===== src/mcr_pkg.sv =====
package mcr_pkg;

    localparam int COORD_BITS    = 16;
    localparam int MAX_FRAME_DIM = 4096;

    localparam int DIM_W   = 13;
    localparam int PIX_W   = 12;
    localparam int ADDR_W  = 24;
    localparam int COLOR_W = 32;
    localparam int RAD_W   = 15;
    localparam int OFS_W   = COORD_BITS + 2;
    localparam int PT_W    = COORD_BITS + 3;
    localparam int DEC_W   = 20;
    localparam int PROD_W  = PIX_W + DIM_W;

    localparam int ALPHA_LSB = 24;
    localparam int ALPHA_W   = 8;
    localparam logic [ALPHA_W-1:0] ALPHA_OPAQUE = 8'hFF;

    localparam int NUM_OCT = 8;
    localparam int OCT_W   = $clog2(NUM_OCT);
    localparam logic [OCT_W-1:0] OCT_LAST = OCT_W'(NUM_OCT - 1);

    localparam int CMDQ_DEPTH = 2;
    localparam int CMDQ_PTR_W = $clog2(CMDQ_DEPTH);
    localparam int CMDQ_CNT_W = $clog2(CMDQ_DEPTH + 1);

    localparam logic [DIM_W-1:0] FRAME_W_RESET = DIM_W'(640);
    localparam logic [DIM_W-1:0] FRAME_H_RESET = DIM_W'(480);
    localparam logic [DIM_W-1:0] FRAME_DIM_MAX = DIM_W'(MAX_FRAME_DIM);

    typedef enum logic {
        CFG_FRAME_WIDTH  = 1'b0,
        CFG_FRAME_HEIGHT = 1'b1
    } t_cfg_idx;

    typedef enum logic {
        OP_START = 1'b0,
        OP_STEP  = 1'b1
    } t_opcode;

    typedef struct packed {
        logic                         is_null;
        logic signed [COORD_BITS-1:0] cx;
        logic signed [COORD_BITS-1:0] cy;
        logic signed [OFS_W-1:0]      a;
        logic signed [OFS_W-1:0]      b;
        logic [COLOR_W-1:0]           color;
        logic                         done;
    } t_cmd;

    typedef struct packed {
        logic               visible;
        logic [PIX_W-1:0]   x;
        logic [PIX_W-1:0]   y;
        logic [ADDR_W-1:0]  address;
        logic [COLOR_W-1:0] color;
        logic               blend;
        logic               last;
        logic               done;
    } t_result;

    function automatic logic [DIM_W-1:0] clamp_dim(input logic [DIM_W-1:0] v);
        clamp_dim = (v > FRAME_DIM_MAX) ? FRAME_DIM_MAX : v;
    endfunction

endpackage


===== src/midpoint_circle_rasterizer_core.sv =====
// Channel   Direction  Handshake          Payload
// input     in         i_push / o_full    i_opcode, i_center_x, i_center_y, i_radius,
//                                         i_argb_color
// result    out        o_empty / i_pop    o_visible, o_pixel_x, o_pixel_y, o_pixel_address,
//                                         o_pixel_color, o_needs_blend, o_last_of_step,
//                                         o_circle_done
// config    in         i_cfg_we           i_cfg_idx, i_cfg_data
//
// A start word yields no result; a step word yields eight result words at one per cycle,
// set by the octant sequencer while no unpopped result holds it back, or one word when
// no circle is open; each result passes stage 1 and stage 2 into the result register.
// A two-entry command queue sits between the walk front end and the octant sequencer,
// so input is taken while results wait; the result register holds until popped.
// Reset is synchronous and active low; frame size returns to 640 by 480.
module midpoint_circle_rasterizer_core
    import mcr_pkg::*;
(
    input  logic                  i_clk,
    input  logic                  i_rst_n,
    input  logic                  i_push,
    output logic                  o_full,
    input  logic                  i_opcode,
    input  logic [COORD_BITS-1:0] i_center_x,
    input  logic [COORD_BITS-1:0] i_center_y,
    input  logic [RAD_W-1:0]      i_radius,
    input  logic [COLOR_W-1:0]    i_argb_color,
    output logic                  o_empty,
    input  logic                  i_pop,
    output logic                  o_visible,
    output logic [PIX_W-1:0]      o_pixel_x,
    output logic [PIX_W-1:0]      o_pixel_y,
    output logic [ADDR_W-1:0]     o_pixel_address,
    output logic [COLOR_W-1:0]    o_pixel_color,
    output logic                  o_needs_blend,
    output logic                  o_last_of_step,
    output logic                  o_circle_done,
    input  logic                  i_cfg_we,
    input  logic                  i_cfg_idx,
    input  logic [DIM_W-1:0]      i_cfg_data
);

    logic [DIM_W-1:0] r_frame_w;
    logic [DIM_W-1:0] r_frame_h;

    logic    q_full;
    logic    q_push;
    t_cmd    q_in;
    logic    q_valid;
    logic    q_pop;
    t_cmd    q_out;
    t_result res;

    always_ff @(posedge i_clk) begin
        if (!i_rst_n) begin
            r_frame_w <= FRAME_W_RESET;
            r_frame_h <= FRAME_H_RESET;
        end else if (i_cfg_we) begin
            unique case (t_cfg_idx'(i_cfg_idx))
                CFG_FRAME_WIDTH:  r_frame_w <= clamp_dim(i_cfg_data);
                CFG_FRAME_HEIGHT: r_frame_h <= clamp_dim(i_cfg_data);
                default: begin
                end
            endcase
        end
    end

    mcr_front u_front (
        .i_clk        (i_clk),
        .i_rst_n      (i_rst_n),
        .i_push       (i_push),
        .o_full       (o_full),
        .i_opcode     (i_opcode),
        .i_center_x   (i_center_x),
        .i_center_y   (i_center_y),
        .i_radius     (i_radius),
        .i_argb_color (i_argb_color),
        .i_q_full     (q_full),
        .o_q_push     (q_push),
        .o_q_cmd      (q_in)
    );

    mcr_cmd_queue u_queue (
        .i_clk   (i_clk),
        .i_rst_n (i_rst_n),
        .i_push  (q_push),
        .i_cmd   (q_in),
        .o_full  (q_full),
        .i_pop   (q_pop),
        .o_valid (q_valid),
        .o_cmd   (q_out)
    );

    mcr_back u_back (
        .i_clk       (i_clk),
        .i_rst_n     (i_rst_n),
        .i_cmd_valid (q_valid),
        .i_cmd       (q_out),
        .o_cmd_pop   (q_pop),
        .i_frame_w   (r_frame_w),
        .i_frame_h   (r_frame_h),
        .i_pop       (i_pop),
        .o_empty     (o_empty),
        .o_res       (res)
    );

    assign o_visible       = res.visible;
    assign o_pixel_x       = res.x;
    assign o_pixel_y       = res.y;
    assign o_pixel_address = res.address;
    assign o_pixel_color   = res.color;
    assign o_needs_blend   = res.blend;
    assign o_last_of_step  = res.last;
    assign o_circle_done   = res.done;

endmodule


===== src/mcr_front.sv =====
module mcr_front
    import mcr_pkg::*;
(
    input  logic                  i_clk,
    input  logic                  i_rst_n,
    input  logic                  i_push,
    output logic                  o_full,
    input  logic                  i_opcode,
    input  logic [COORD_BITS-1:0] i_center_x,
    input  logic [COORD_BITS-1:0] i_center_y,
    input  logic [RAD_W-1:0]      i_radius,
    input  logic [COLOR_W-1:0]    i_argb_color,
    input  logic                  i_q_full,
    output logic                  o_q_push,
    output t_cmd                  o_q_cmd
);

    logic                         r_active;
    logic signed [COORD_BITS-1:0] r_cx;
    logic signed [COORD_BITS-1:0] r_cy;
    logic signed [OFS_W-1:0]      r_a;
    logic signed [OFS_W-1:0]      r_b;
    logic signed [DEC_W-1:0]      r_d;
    logic [COLOR_W-1:0]           r_color;

    logic                         n_active;
    logic signed [OFS_W-1:0]      n_a;
    logic signed [OFS_W-1:0]      n_b;
    logic signed [DEC_W-1:0]      n_d;
    logic signed [DEC_W-1:0]      a_ext;
    logic signed [DEC_W-1:0]      diff_ext;
    logic signed [OFS_W-1:0]      diff;
    logic                         accept;
    logic                         is_step;

    assign o_full  = i_q_full;
    assign accept  = i_push && !i_q_full;
    assign is_step = (t_opcode'(i_opcode) == OP_STEP);

    always_comb begin
        n_a      = r_a + OFS_W'(1);
        a_ext    = {{(DEC_W-OFS_W){n_a[OFS_W-1]}}, n_a};
        n_b      = r_b;
        diff     = '0;
        diff_ext = '0;
        if (r_d < 0) begin
            n_d = r_d + (a_ext <<< 1) + DEC_W'(1);
        end else begin
            n_b      = r_b - OFS_W'(1);
            diff     = n_a - n_b;
            diff_ext = {{(DEC_W-OFS_W){diff[OFS_W-1]}}, diff};
            n_d      = r_d + (diff_ext <<< 1) + DEC_W'(1);
        end
        n_active = !(n_b < n_a);
    end

    assign o_q_push        = accept && is_step;
    assign o_q_cmd.is_null = !r_active;
    assign o_q_cmd.cx      = r_cx;
    assign o_q_cmd.cy      = r_cy;
    assign o_q_cmd.a       = r_a;
    assign o_q_cmd.b       = r_b;
    assign o_q_cmd.color   = r_color;
    assign o_q_cmd.done    = !n_active;

    always_ff @(posedge i_clk) begin
        if (!i_rst_n) begin
            r_active <= 1'b0;
            r_cx     <= '0;
            r_cy     <= '0;
            r_a      <= '0;
            r_b      <= '0;
            r_d      <= '0;
            r_color  <= '0;
        end else if (accept) begin
            if (!is_step) begin
                r_active <= 1'b1;
                r_cx     <= i_center_x;
                r_cy     <= i_center_y;
                r_a      <= '0;
                r_b      <= OFS_W'(i_radius);
                r_d      <= DEC_W'(1) - DEC_W'(i_radius);
                r_color  <= i_argb_color;
            end else if (r_active) begin
                r_active <= n_active;
                r_a      <= n_a;
                r_b      <= n_b;
                r_d      <= n_d;
            end
        end
    end

endmodule


===== src/mcr_cmd_queue.sv =====
module mcr_cmd_queue
    import mcr_pkg::*;
(
    input  logic i_clk,
    input  logic i_rst_n,
    input  logic i_push,
    input  t_cmd i_cmd,
    output logic o_full,
    input  logic i_pop,
    output logic o_valid,
    output t_cmd o_cmd
);

    t_cmd                  r_mem [CMDQ_DEPTH];
    logic [CMDQ_PTR_W-1:0] r_wp;
    logic [CMDQ_PTR_W-1:0] r_rp;
    logic [CMDQ_CNT_W-1:0] r_cnt;
    logic                  do_push;
    logic                  do_pop;

    assign o_full  = (r_cnt == CMDQ_CNT_W'(CMDQ_DEPTH));
    assign o_valid = (r_cnt != '0);
    assign o_cmd   = r_mem[r_rp];
    assign do_push = i_push && !o_full;
    assign do_pop  = i_pop && o_valid;

    always_ff @(posedge i_clk) begin
        if (do_push) begin
            r_mem[r_wp] <= i_cmd;
        end
    end

    always_ff @(posedge i_clk) begin
        if (!i_rst_n) begin
            r_wp  <= '0;
            r_rp  <= '0;
            r_cnt <= '0;
        end else begin
            if (do_push) begin
                r_wp <= (r_wp == CMDQ_PTR_W'(CMDQ_DEPTH - 1)) ? '0 : r_wp + 1'b1;
            end
            if (do_pop) begin
                r_rp <= (r_rp == CMDQ_PTR_W'(CMDQ_DEPTH - 1)) ? '0 : r_rp + 1'b1;
            end
            if (do_push && !do_pop) begin
                r_cnt <= r_cnt + 1'b1;
            end else if (do_pop && !do_push) begin
                r_cnt <= r_cnt - 1'b1;
            end
        end
    end

    a_cnt_bound: assert property (@(posedge i_clk) disable iff (!i_rst_n)
        r_cnt <= CMDQ_CNT_W'(CMDQ_DEPTH))
        else $error("command queue count exceeds its depth");

    a_ptr_gap: assert property (@(posedge i_clk) disable iff (!i_rst_n)
        (r_cnt == '0 || r_cnt == CMDQ_CNT_W'(CMDQ_DEPTH)) |-> (r_wp == r_rp))
        else $error("command queue pointers disagree with count");

    a_push_full: assert property (@(posedge i_clk) disable iff (!i_rst_n)
        (o_full && !do_pop) |=> o_full)
        else $error("command queue lost fullness without a pop");

endmodule


===== src/mcr_back.sv =====
module mcr_back
    import mcr_pkg::*;
(
    input  logic             i_clk,
    input  logic             i_rst_n,
    input  logic             i_cmd_valid,
    input  t_cmd             i_cmd,
    output logic             o_cmd_pop,
    input  logic [DIM_W-1:0] i_frame_w,
    input  logic [DIM_W-1:0] i_frame_h,
    input  logic             i_pop,
    output logic             o_empty,
    output t_result          o_res
);

    t_cmd             r_cmd;
    logic             r_busy;
    logic [OCT_W-1:0] r_oct;

    logic                    r_s1_v;
    logic signed [PT_W-1:0]  r_s1_px;
    logic signed [PT_W-1:0]  r_s1_py;
    logic [COLOR_W-1:0]      r_s1_color;
    logic                    r_s1_null;
    logic                    r_s1_last;
    logic                    r_s1_done;

    logic                    r_s2_v;
    logic                    r_s2_vis;
    logic [PIX_W-1:0]        r_s2_x;
    logic [PIX_W-1:0]        r_s2_y;
    logic [ADDR_W-1:0]       r_s2_prod;
    logic [COLOR_W-1:0]      r_s2_color;
    logic                    r_s2_blend;
    logic                    r_s2_last;
    logic                    r_s2_done;

    logic                    r_out_v;
    t_result                 r_out;

    logic                    out_rdy;
    logic                    s2_rdy;
    logic                    s1_rdy;
    logic                    oct_last;
    logic                    take;
    logic signed [OFS_W-1:0] u;
    logic signed [OFS_W-1:0] v;
    logic signed [PT_W-1:0]  u_ext;
    logic signed [PT_W-1:0]  v_ext;
    logic signed [PT_W-1:0]  cx_ext;
    logic signed [PT_W-1:0]  cy_ext;
    logic signed [PT_W-1:0]  px;
    logic signed [PT_W-1:0]  py;
    logic [ALPHA_W-1:0]      alpha;
    logic                    vis;
    logic [PIX_W-1:0]        vx;
    logic [PIX_W-1:0]        vy;
    logic [PROD_W-1:0]       prod;

    assign out_rdy = !r_out_v || i_pop;
    assign s2_rdy  = !r_s2_v || out_rdy;
    assign s1_rdy  = !r_s1_v || s2_rdy;

    assign oct_last  = r_cmd.is_null || (r_oct == OCT_LAST);
    assign take      = i_cmd_valid && (!r_busy || (s1_rdy && oct_last));
    assign o_cmd_pop = take;

    always_ff @(posedge i_clk) begin
        if (take) begin
            r_cmd <= i_cmd;
        end
    end

    always_ff @(posedge i_clk) begin
        if (!i_rst_n) begin
            r_busy <= 1'b0;
            r_oct  <= '0;
        end else if (take) begin
            r_busy <= 1'b1;
            r_oct  <= '0;
        end else if (r_busy && s1_rdy) begin
            if (oct_last) begin
                r_busy <= 1'b0;
                r_oct  <= '0;
            end else begin
                r_oct <= r_oct + 1'b1;
            end
        end
    end

    // Octants 4..7 swap the two offsets; bit 0 negates the column term, bit 1 the row term.
    always_comb begin
        u      = r_oct[2] ? r_cmd.b : r_cmd.a;
        v      = r_oct[2] ? r_cmd.a : r_cmd.b;
        u_ext  = {{(PT_W-OFS_W){u[OFS_W-1]}}, u};
        v_ext  = {{(PT_W-OFS_W){v[OFS_W-1]}}, v};
        cx_ext = {{(PT_W-COORD_BITS){r_cmd.cx[COORD_BITS-1]}}, r_cmd.cx};
        cy_ext = {{(PT_W-COORD_BITS){r_cmd.cy[COORD_BITS-1]}}, r_cmd.cy};
        px     = r_oct[0] ? (cx_ext - u_ext) : (cx_ext + u_ext);
        py     = r_oct[1] ? (cy_ext - v_ext) : (cy_ext + v_ext);
    end

    always_ff @(posedge i_clk) begin
        if (!i_rst_n) begin
            r_s1_v <= 1'b0;
        end else if (s1_rdy) begin
            r_s1_v <= r_busy;
        end
    end

    always_ff @(posedge i_clk) begin
        if (s1_rdy) begin
            r_s1_px    <= px;
            r_s1_py    <= py;
            r_s1_color <= r_cmd.color;
            r_s1_null  <= r_cmd.is_null;
            r_s1_last  <= oct_last;
            r_s1_done  <= r_cmd.done && oct_last;
        end
    end

    always_comb begin
        alpha = r_s1_color[ALPHA_LSB +: ALPHA_W];
        vis   = !r_s1_null && (alpha != '0)
             && !r_s1_px[PT_W-1] && !r_s1_py[PT_W-1]
             && (r_s1_px[PT_W-2:0] < (PT_W-1)'(i_frame_w))
             && (r_s1_py[PT_W-2:0] < (PT_W-1)'(i_frame_h));
        vx    = vis ? r_s1_px[PIX_W-1:0] : '0;
        vy    = vis ? r_s1_py[PIX_W-1:0] : '0;
        prod  = vy * i_frame_w;
    end

    always_ff @(posedge i_clk) begin
        if (!i_rst_n) begin
            r_s2_v <= 1'b0;
        end else if (s2_rdy) begin
            r_s2_v <= r_s1_v;
        end
    end

    always_ff @(posedge i_clk) begin
        if (s2_rdy) begin
            r_s2_vis   <= vis;
            r_s2_x     <= vx;
            r_s2_y     <= vy;
            r_s2_prod  <= prod[ADDR_W-1:0];
            r_s2_color <= vis ? r_s1_color : '0;
            r_s2_blend <= vis && (alpha != ALPHA_OPAQUE);
            r_s2_last  <= r_s1_null || r_s1_last;
            r_s2_done  <= r_s1_null || r_s1_done;
        end
    end

    always_ff @(posedge i_clk) begin
        if (!i_rst_n) begin
            r_out_v <= 1'b0;
        end else if (out_rdy) begin
            r_out_v <= r_s2_v;
        end
    end

    always_ff @(posedge i_clk) begin
        if (out_rdy) begin
            r_out.visible <= r_s2_vis;
            r_out.x       <= r_s2_x;
            r_out.y       <= r_s2_y;
            r_out.address <= r_s2_prod + ADDR_W'(r_s2_x);
            r_out.color   <= r_s2_color;
            r_out.blend   <= r_s2_blend;
            r_out.last    <= r_s2_last;
            r_out.done    <= r_s2_done;
        end
    end

    assign o_empty = !r_out_v;
    assign o_res   = r_out;

    a_oct_idle: assert property (@(posedge i_clk) disable iff (!i_rst_n)
        !r_busy |-> (r_oct == '0))
        else $error("octant counter moved without a command");

    a_done_on_last: assert property (@(posedge i_clk) disable iff (!i_rst_n)
        (r_out_v && r_out.done) |-> r_out.last)
        else $error("completion flag on a word that does not close its step");

    a_hidden_zero: assert property (@(posedge i_clk) disable iff (!i_rst_n)
        (r_out_v && !r_out.visible) |->
        (r_out.address == '0 && r_out.color == '0 && !r_out.blend))
        else $error("hidden point carries pixel data");

    a_null_single: assert property (@(posedge i_clk) disable iff (!i_rst_n)
        (r_busy && r_cmd.is_null && s1_rdy) |=> (r_s1_v && r_s1_last))
        else $error("idle step did not produce a single closing word");

endmodule


===== config.mk =====
export PLATFORM = sky130hd
export DESIGN_NAME = midpoint_circle_rasterizer_core
export DESIGN_NICKNAME = d
export VERILOG_FILES = /design/src/mcr_pkg.sv /design/src/midpoint_circle_rasterizer_core.sv /design/src/mcr_front.sv /design/src/mcr_cmd_queue.sv /design/src/mcr_back.sv
export SDC_FILE = /design/constraint.sdc
export NUM_CORES = 1
export LEC_CHECK = 0
export ABC_CLOCK_PERIOD_IN_PS = 7000
export BUFFER_PORTS_ARGS = -buffer_cell sky130_fd_sc_hd__buf_4
export CORE_ASPECT_RATIO = 2
export CORE_MARGIN = 5
export CORE_UTILIZATION = 56
export CTS_CLUSTER_DIAMETER = 80
export CTS_CLUSTER_SIZE = 20
export DETAILED_ROUTE_END_ITERATION = 6
export HOLD_SLACK_MARGIN = 0.03
export PLACE_DENSITY = 0.8
export SLEW_MARGIN = 20
export SYNTH_ARGS = -nofsm -noshare
export SYNTH_HDL_FRONTEND = slang
export SYNTH_SLANG_ARGS = --single-unit

===== constraint.sdc =====
create_clock -name i_clk -period 7 [get_ports i_clk]
set_clock_uncertainty 0.15 [all_clocks]
set_input_delay 0 -clock i_clk [delete_from_list [all_inputs] [get_ports i_clk]]
set_output_delay 0 -clock i_clk [all_outputs]
set_load 0.05 [all_outputs]

==> results of run 1 <==
[worst paths after layout]
| path | slack, ps | to | from | depth (start not counted) |
|---|---|---|---|---|
| min | 90 | u_front.r_color[9] | i_argb_color[9] | 4 |
| max reg2reg | 150 | u_back.r_s2_prod[23] | u_back.r_s1_px[7] | 27 |
| min reg2reg | 260 | u_back.r_s1_color[5] | u_back.r_cmd[6] | 0 |
| max | 150 | u_back.r_s2_prod[23] | u_back.r_s1_px[7] | 27 |
[placed cells by master (no fill, tap or decap), types with 103 or more instances in the layout]
cell type,instances
edfxtp_1,547
nand2_1,386
buf_4,292
inv_1,246
ha_1,199
dlygate4sd3_1,182
dfxtp_1,155
nor2_1,152
xnor2_1,116
a21oi_1,113
fa_1,112
mux2_2,103
[power by group through the flow]
stage | registers [mW] | logic [mW] | clock network [mW]
after global placement | 6.00 | 4.50 | 0
final | 5.95 | 4.80 | 2.49
after detailed placement | 6.04 | 4.59 | 0
after floorplan | 5.93 | 3.36 | 0
after global routing | 6.02 | 5.30 | 2.71
after CTS | 5.94 | 4.72 | 2.55
[per-layer routing]
metal	up-vias	track usage (%)	part of all wire (%)
met3	321	1.90	3.1
met4	0	18.2	9.0
met5	-	0	0
met1	12400	24.3	33
li1	12300	-	-
met2	705	48.1	55
[final cells by class]
| cell class | count | area [µm²] | share of cell area, % |
|---|---|---|---|
| clock inverter | 5 | 75.1 | 0.171 |
| clock buffer | 70 | 1170 | 2.65 |
| timing repair buffer | 485 | 4200 | 9.53 |
| tap | 884 | 1110 | 2.51 |
| antenna | 1 | 2.50 | 0.00568 |
| sequential | 705 | 19600 | 44.5 |
| multi-input combinational | 2186 | 16900 | 38.4 |
| inverter | 257 | 968 | 2.20 |
[flip-flops by register name (all words and copies together), names as in the netlist, 2 cells and up]
name,cells
r_frame_w,13
u_front.r_a,18
u_back.r_s1_py,19
u_back.cy_ext,16
u_back.cx_ext,16
u_back.r_s1_px,19
u_queue.r_mem,204
u_back.r_s2_color,32
u_back.r_s2_x,12
u_queue.r_cnt,2
u_back.r_s2_prod,24
u_back.r_cmd,70
u_front.r_color,32
u_back.r_s2_y,12
u_back.r_oct,3
u_front.r_b,18
u_front.r_cx,16
u_back.o_res,84
u_back.r_s1_color,32
u_front.r_d,20
r_frame_h,13
u_front.r_cy,16
[metrics by stage]
step                setup WS (ps)  util (%)  hold WS, ps  setup TNS, ps
global placement             -240      60.7          114           -627
detailed placement           -262      60.7          121           -964
global route                -81.0      66.1         93.0           -235
finish                        149      66.1         89.3              0
CTS                          17.8      65.4         30.6              0
floorplan                    6.53         -        -5.08              0
[cell families after synthesis]
group,Yosys count,synth area share [%]
AOI/OAI and AO/OA,552,9.58
muxes,149,4.31
and+or+nand+nor,958,12.2
buffers and inverters,382,3.87
DFF,705,52.1
adders and majority gates,325,13.1
xor gates and xnor gates,202,4.77
[worst max-delay path, stage by stage (launching register included)]
cell       delay [ps]
edfxtp_1          420
ha_1              300
a21o_1            180
a21o_1            180
a221oi_2          290
o21ai_2           140
nor2_4            210
buf_6             140
buf_8             130
and2_4            170
nand2_2            60
fa_2              560
inv_1              60
fa_1              530
fa_1              440
fa_1              560
inv_1              60
fa_1              530
inv_1              60
ha_4              240
a21oi_4           170
nor2b_2            70
a31oi_4           190
o2bb2ai_4         160
o21ai_2            90
a31oi_1           220
a21oi_1           110
xnor2_1           130
[what timing repair did]
action / 4_1_cts / 5_1_grt
buffers inserted: 0 / 16
hold buffers: 182 / 0
setup endpoints to repair: 8 / 9
gates resized for setup: 16 / 87
hold endpoints to repair: 146 / 0
gates cloned: 0 / 3
pin swaps: 6 / 53
==> results.cfg, run 1 <==
[run_status]
status = finished, final reports clean

[floorplanning]
io_pins = 185
fp.dieW_um = 193
coreArea_um2 = 66600
dieArea_um2 = 72700
die_h_um = 376
num_rows = 134
start_util_pct = 56.4

[place]
place_congestion = 0.962
portBuffers = 184
placed_cell_area_um2 = 40400
place.detailed.hpwl_um = 66600
dp_cells = 4317

[yosys]
synth_area_leaders = edfxtp_1 44%, dfxtp_1 8.4%, ha_1 7.0%, fa_1 6.1%, nand2_1 3.9%
syn_inst = 3273
ys_ff_latch = 705
synth_top_area_share_pct = 43.7
synth-edff-count = 547
yosysMostFrequentCell = edfxtp_1
synthFlopType = edfxtp_1
ys_seq_area_share_pct = 52.1
avgSynthCellArea_um2 = 11.5
synthTopCellsByCount = 547 x edfxtp_1, 391 x nand2_1, 256 x inv_1
synth_area_um2 = 37600
yosysTopAreaCell = edfxtp_1
ys_warn_count = 0
ys_async_sr_fraction_pct = 0
synth_nets = 3697
yosysUniqueCellTypes = 71

[drt]
drcViolationCount = 0
drt_iter0_drc = 1264
avgViaCountPerCell = 5.59
avgRoutedWirePerCell_um = 20.0
drtAntennaViolNets = 0
first_pass_iters = 6
wl_um = 91800
vias = 25700

[setup_path]
worstPathRequired_ps = 7190
path_max_fanout = 8
arrival_ps = 7040
path_class = reg -> reg
crit_path_start_kind = flop
cp-end-kind = flop

[final_layout]
finalNonFillerCells = 4593
syn2layout_area_growth_pct = 17.2
drive_above_1_share_pct = 14.8
fin_nets = 4100
fillers = 4869
fin_area_um2 = 44000

[pwr]
switching_share_pct = 34.5
max-vdd-ir-drop_v = 0.000227
power_mw = 13.2
intPower_mw = 8.68
pwr-share-clk_pct = 18.8
p_switching_mw = 4.56
p_per_area_nw_per_um2 = 301
pwr-share-comb_pct = 36.3
p_leak_nw = 18.2
seq_power_share_pct = 44.9

[global_route]
grt_pass1_vias = 27100
grt_max_degree = 85
grt_overflow = 0
grt_pass1_wl_um = 141000
antenna_found_initial = 1
grtUsageTotal_pct = 25.0

[timing]
period_needed_ps = 6850
timing.final.hold_violations = 0
slew_headroom_pct = 21.3
drv_slew = 0
post-route-period-util_pct = 97.9
max_freq_mhz = 146
worstMarginPinSlew_ps = 1150
setup_viol = 0

[clocking]
cts_buffer_depth = 3
numCtsBuffers = 41
ctsHtreeMaxLevel = 2
root_buffer = clkbuf_16
cts_tree = built
cts_sinks = 705
clk_pin_slew_ps = 80
clkLatencyLatePin_ps = 610

[worst_hold_path]
hp-class = in -> reg

[run]
maxCapViolations = 0
No activity file was read; power rests on OpenSTA's default activity.
==> inputs of run 2 (changes only) <==
--- a/config.mk
+++ b/config.mk
@@ -5,16 +5,16 @@
 export SDC_FILE = /design/constraint.sdc
 export NUM_CORES = 1
 export LEC_CHECK = 0
-export ABC_CLOCK_PERIOD_IN_PS = 7000
-export BUFFER_PORTS_ARGS = -buffer_cell sky130_fd_sc_hd__buf_4
+export ABC_CLOCK_PERIOD_IN_PS = 5850
 export CORE_ASPECT_RATIO = 2
 export CORE_MARGIN = 5
-export CORE_UTILIZATION = 56
+export CORE_UTILIZATION = 58
 export CTS_CLUSTER_DIAMETER = 80
 export CTS_CLUSTER_SIZE = 20
 export DETAILED_ROUTE_END_ITERATION = 6
+export DONT_BUFFER_PORTS = 1
 export HOLD_SLACK_MARGIN = 0.03
-export PLACE_DENSITY = 0.8
+export PLACE_DENSITY = 0.79
 export SLEW_MARGIN = 20
 export SYNTH_ARGS = -nofsm -noshare
 export SYNTH_HDL_FRONTEND = slang
==> constraint.sdc (replaced) <==
create_clock -name i_clk -period 5.85 [get_ports i_clk]
set_clock_uncertainty 0.15 [all_clocks]
set_input_delay 0 -clock i_clk [delete_from_list [all_inputs] [get_ports i_clk]]
set_output_delay 0 -clock i_clk [all_outputs]
set_load 0.05 [all_outputs]
==> run 2 against run 1 <==
Net effect: the flow now finishes with violations (setup timing); critical path depth shrank 4; combinational power grew 20%; via count shrank 0.37%; fmax grew 3.3%; highest routed layer unchanged.
==> results.cfg, run 2 (same netlist as run 1, synthesis figures left out) <==
[global_route]
grt_overflow = 0
grt_pass1_vias = 27500
grt_max_degree = 156
antenna_found_initial = 2
grtUsageTotal_pct = 26.4
grt_pass1_wl_um = 145000

[timing]
period_needed_ps = 6630
timing.final.hold_violations = 0
drv_slew = 0
setup_viol = 14
setup_tns_ps = -7570
max_freq_mhz = 151
worstMarginPinSlew_ps = 1230
slew_headroom_pct = 15.8
post-route-period-util_pct = 113
rsz0062_at_grt = true
setup_slack_ps = -785

[pwr]
p_per_area_nw_per_um2 = 371
seq_power_share_pct = 45.5
p_switching_mw = 5.59
p_leak_nw = 17.5
pwr-share-comb_pct = 35.9
pwr-share-clk_pct = 18.7
switching_share_pct = 34.9
intPower_mw = 10.4
max-vdd-ir-drop_v = 0.000284

[floorplanning]
coreArea_um2 = 64600
fp.dieW_um = 190
num_rows = 132
die_h_um = 370
start_util_pct = 58.2
dieArea_um2 = 70300
io_pins = 185

[final_layout]
fin_nets = 3977
syn2layout_area_growth_pct = 15.0
largest_register = u_queue.r_mem
final_cell_mix = 547 x edfxtp_1, 377 x nand2_1, 242 x inv_1
drive_above_1_share_pct = 12.2
fillers = 4658
fin_area_um2 = 43200
final_common_cell = edfxtp_1
largest_reg_flops = 204

[setup_path]
arrival_ps = 6840
worstPathRequired_ps = 6050
cp-end-kind = flop
crit_path_start_kind = flop
rr_worst_depth = 23
path_max_fanout = 8
path_class = reg -> reg

[worst_hold_path]
hp-class = in -> reg
min_path_cells = 3

[place]
portBuffers = 0
place.detailed.hpwl_um = 69300
place_congestion = 0.949
placed_cell_area_um2 = 39600

[drt]
avgViaCountPerCell = 5.74
drtAntennaViolNets = 0
drcViolationCount = 0
first_pass_iters = 6
avgRoutedWirePerCell_um = 21.1
drt_iter0_drc = 1320
wl_um = 94100
vias = 25600

[run]
maxCapViolations = 0

[clocking]
root_buffer = clkbuf_16
cts_tree = built
cts_sinks = 705
clkLatencyLatePin_ps = 600
ctsHtreeMaxLevel = 2
clk_pin_slew_ps = 90
numCtsBuffers = 41
cts_buffer_depth = 3

[run_status]
status = finished, violations left
failed_checks = setup timing
-- run 2: cell count changes in the layout (fill, tap and decap cells not counted), sizes merged, moves of 2 or more --
cell         previous run  this run
diode                   1         3
buf                   301       170
clkinv                  5         3
dlygate4sd3           182       189
and2                   84        87
-- run 2: cell type report --
class                      count  area, µm²  area share, %
antenna                        3       7.51         0.0174
clock buffer                  71       1180           2.73
clock inverter                 4       53.8          0.125
inverter                     257        971           2.25
multi-input combinational   2189      17000           39.4
sequential                   705      19600           45.4
tap                          871       1090           2.52
timing repair buffer         359       3290           7.61
-- run 2: metrics by stage --
stage | power, mW | utilization [%] | worst slack [ps] | hold slack (ps) | instances
after floorplan | 11.1 | - | -577 | -5.08 | 3273
after global placement | 12.6 | 61.4 | -969 | -50.3 | 4175
after detailed placement | 12.8 | 61.4 | -1150 | -47.3 | 4175
after CTS | 16.0 | 66.7 | -779 | 33.3 | 4453
after global routing | 16.9 | 66.9 | -976 | 41.9 | 4458
final | 16.0 | 66.9 | -785 | 59.8 | 4459
-- run 2: final timing paths --
path	startpoint	endpoint	slack, ps
setup / recovery	u_back.r_s1_px[1]	u_back.r_s2_prod[22]	-780
hold / removal	i_argb_color[25]	u_front.r_color[25]	60
setup reg to reg	u_back.r_s1_px[1]	u_back.r_s2_prod[22]	-780
hold reg to reg	u_back.r_cmd[30]	u_back.r_s1_color[29]	260
-- run 2: critical path, stage by stage (launching register included) --
cell      delay [ps]
edfxtp_1         430
ha_1             300
a21o_1           170
a21oi_2          140
o21ai_1           90
a221oi_2         280
o21ai_2          160
buf_4            190
nor4_1           320
buf_4            180
fa_1             450
fa_1             520
fa_1             520
fa_1             490
inv_1             50
fa_1             540
inv_2             50
ha_4             150
or3_4            330
o211ai_1         310
a31oi_1          190
o21a_1           210
nor2_2           110
xnor2_1           80
-- run 2: power by group through the flow --
stage / combinational [mW] / sequential [mW] / clock, mW
CTS: 5.68 / 7.27 / 3.04
floorplan: 4.04 / 7.09 / 0
global placement: 5.23 / 7.34 / 0
detailed placement: 5.46 / 7.38 / 0
finish: 5.74 / 7.29 / 2.99
global route: 6.28 / 7.36 / 3.24
-- run 2: layer usage --
metal / global-route usage (%) / vias up / routed length, µm / share of wire (%)
li1: - / 12000 / - / -
met1: 24.9 / 12400 / 30600 / 32
met2: 51.2 / 795 / 52000 / 55
met3: 2.48 / 351 / 3040 / 3.2
met4: 20.1 / 0 / 8530 / 9.1
met5: 0 / - / 0 / 0
-- run 2: repair_timing --
action                                  CTS  global route
pin swaps                                14            16
gates resized for setup                  41            28
setup buffers                             9             3
gates cloned                              3             0
hold endpoints to repair                279             0
hold buffers                            191             0
endpoints found under the setup margin   16            18
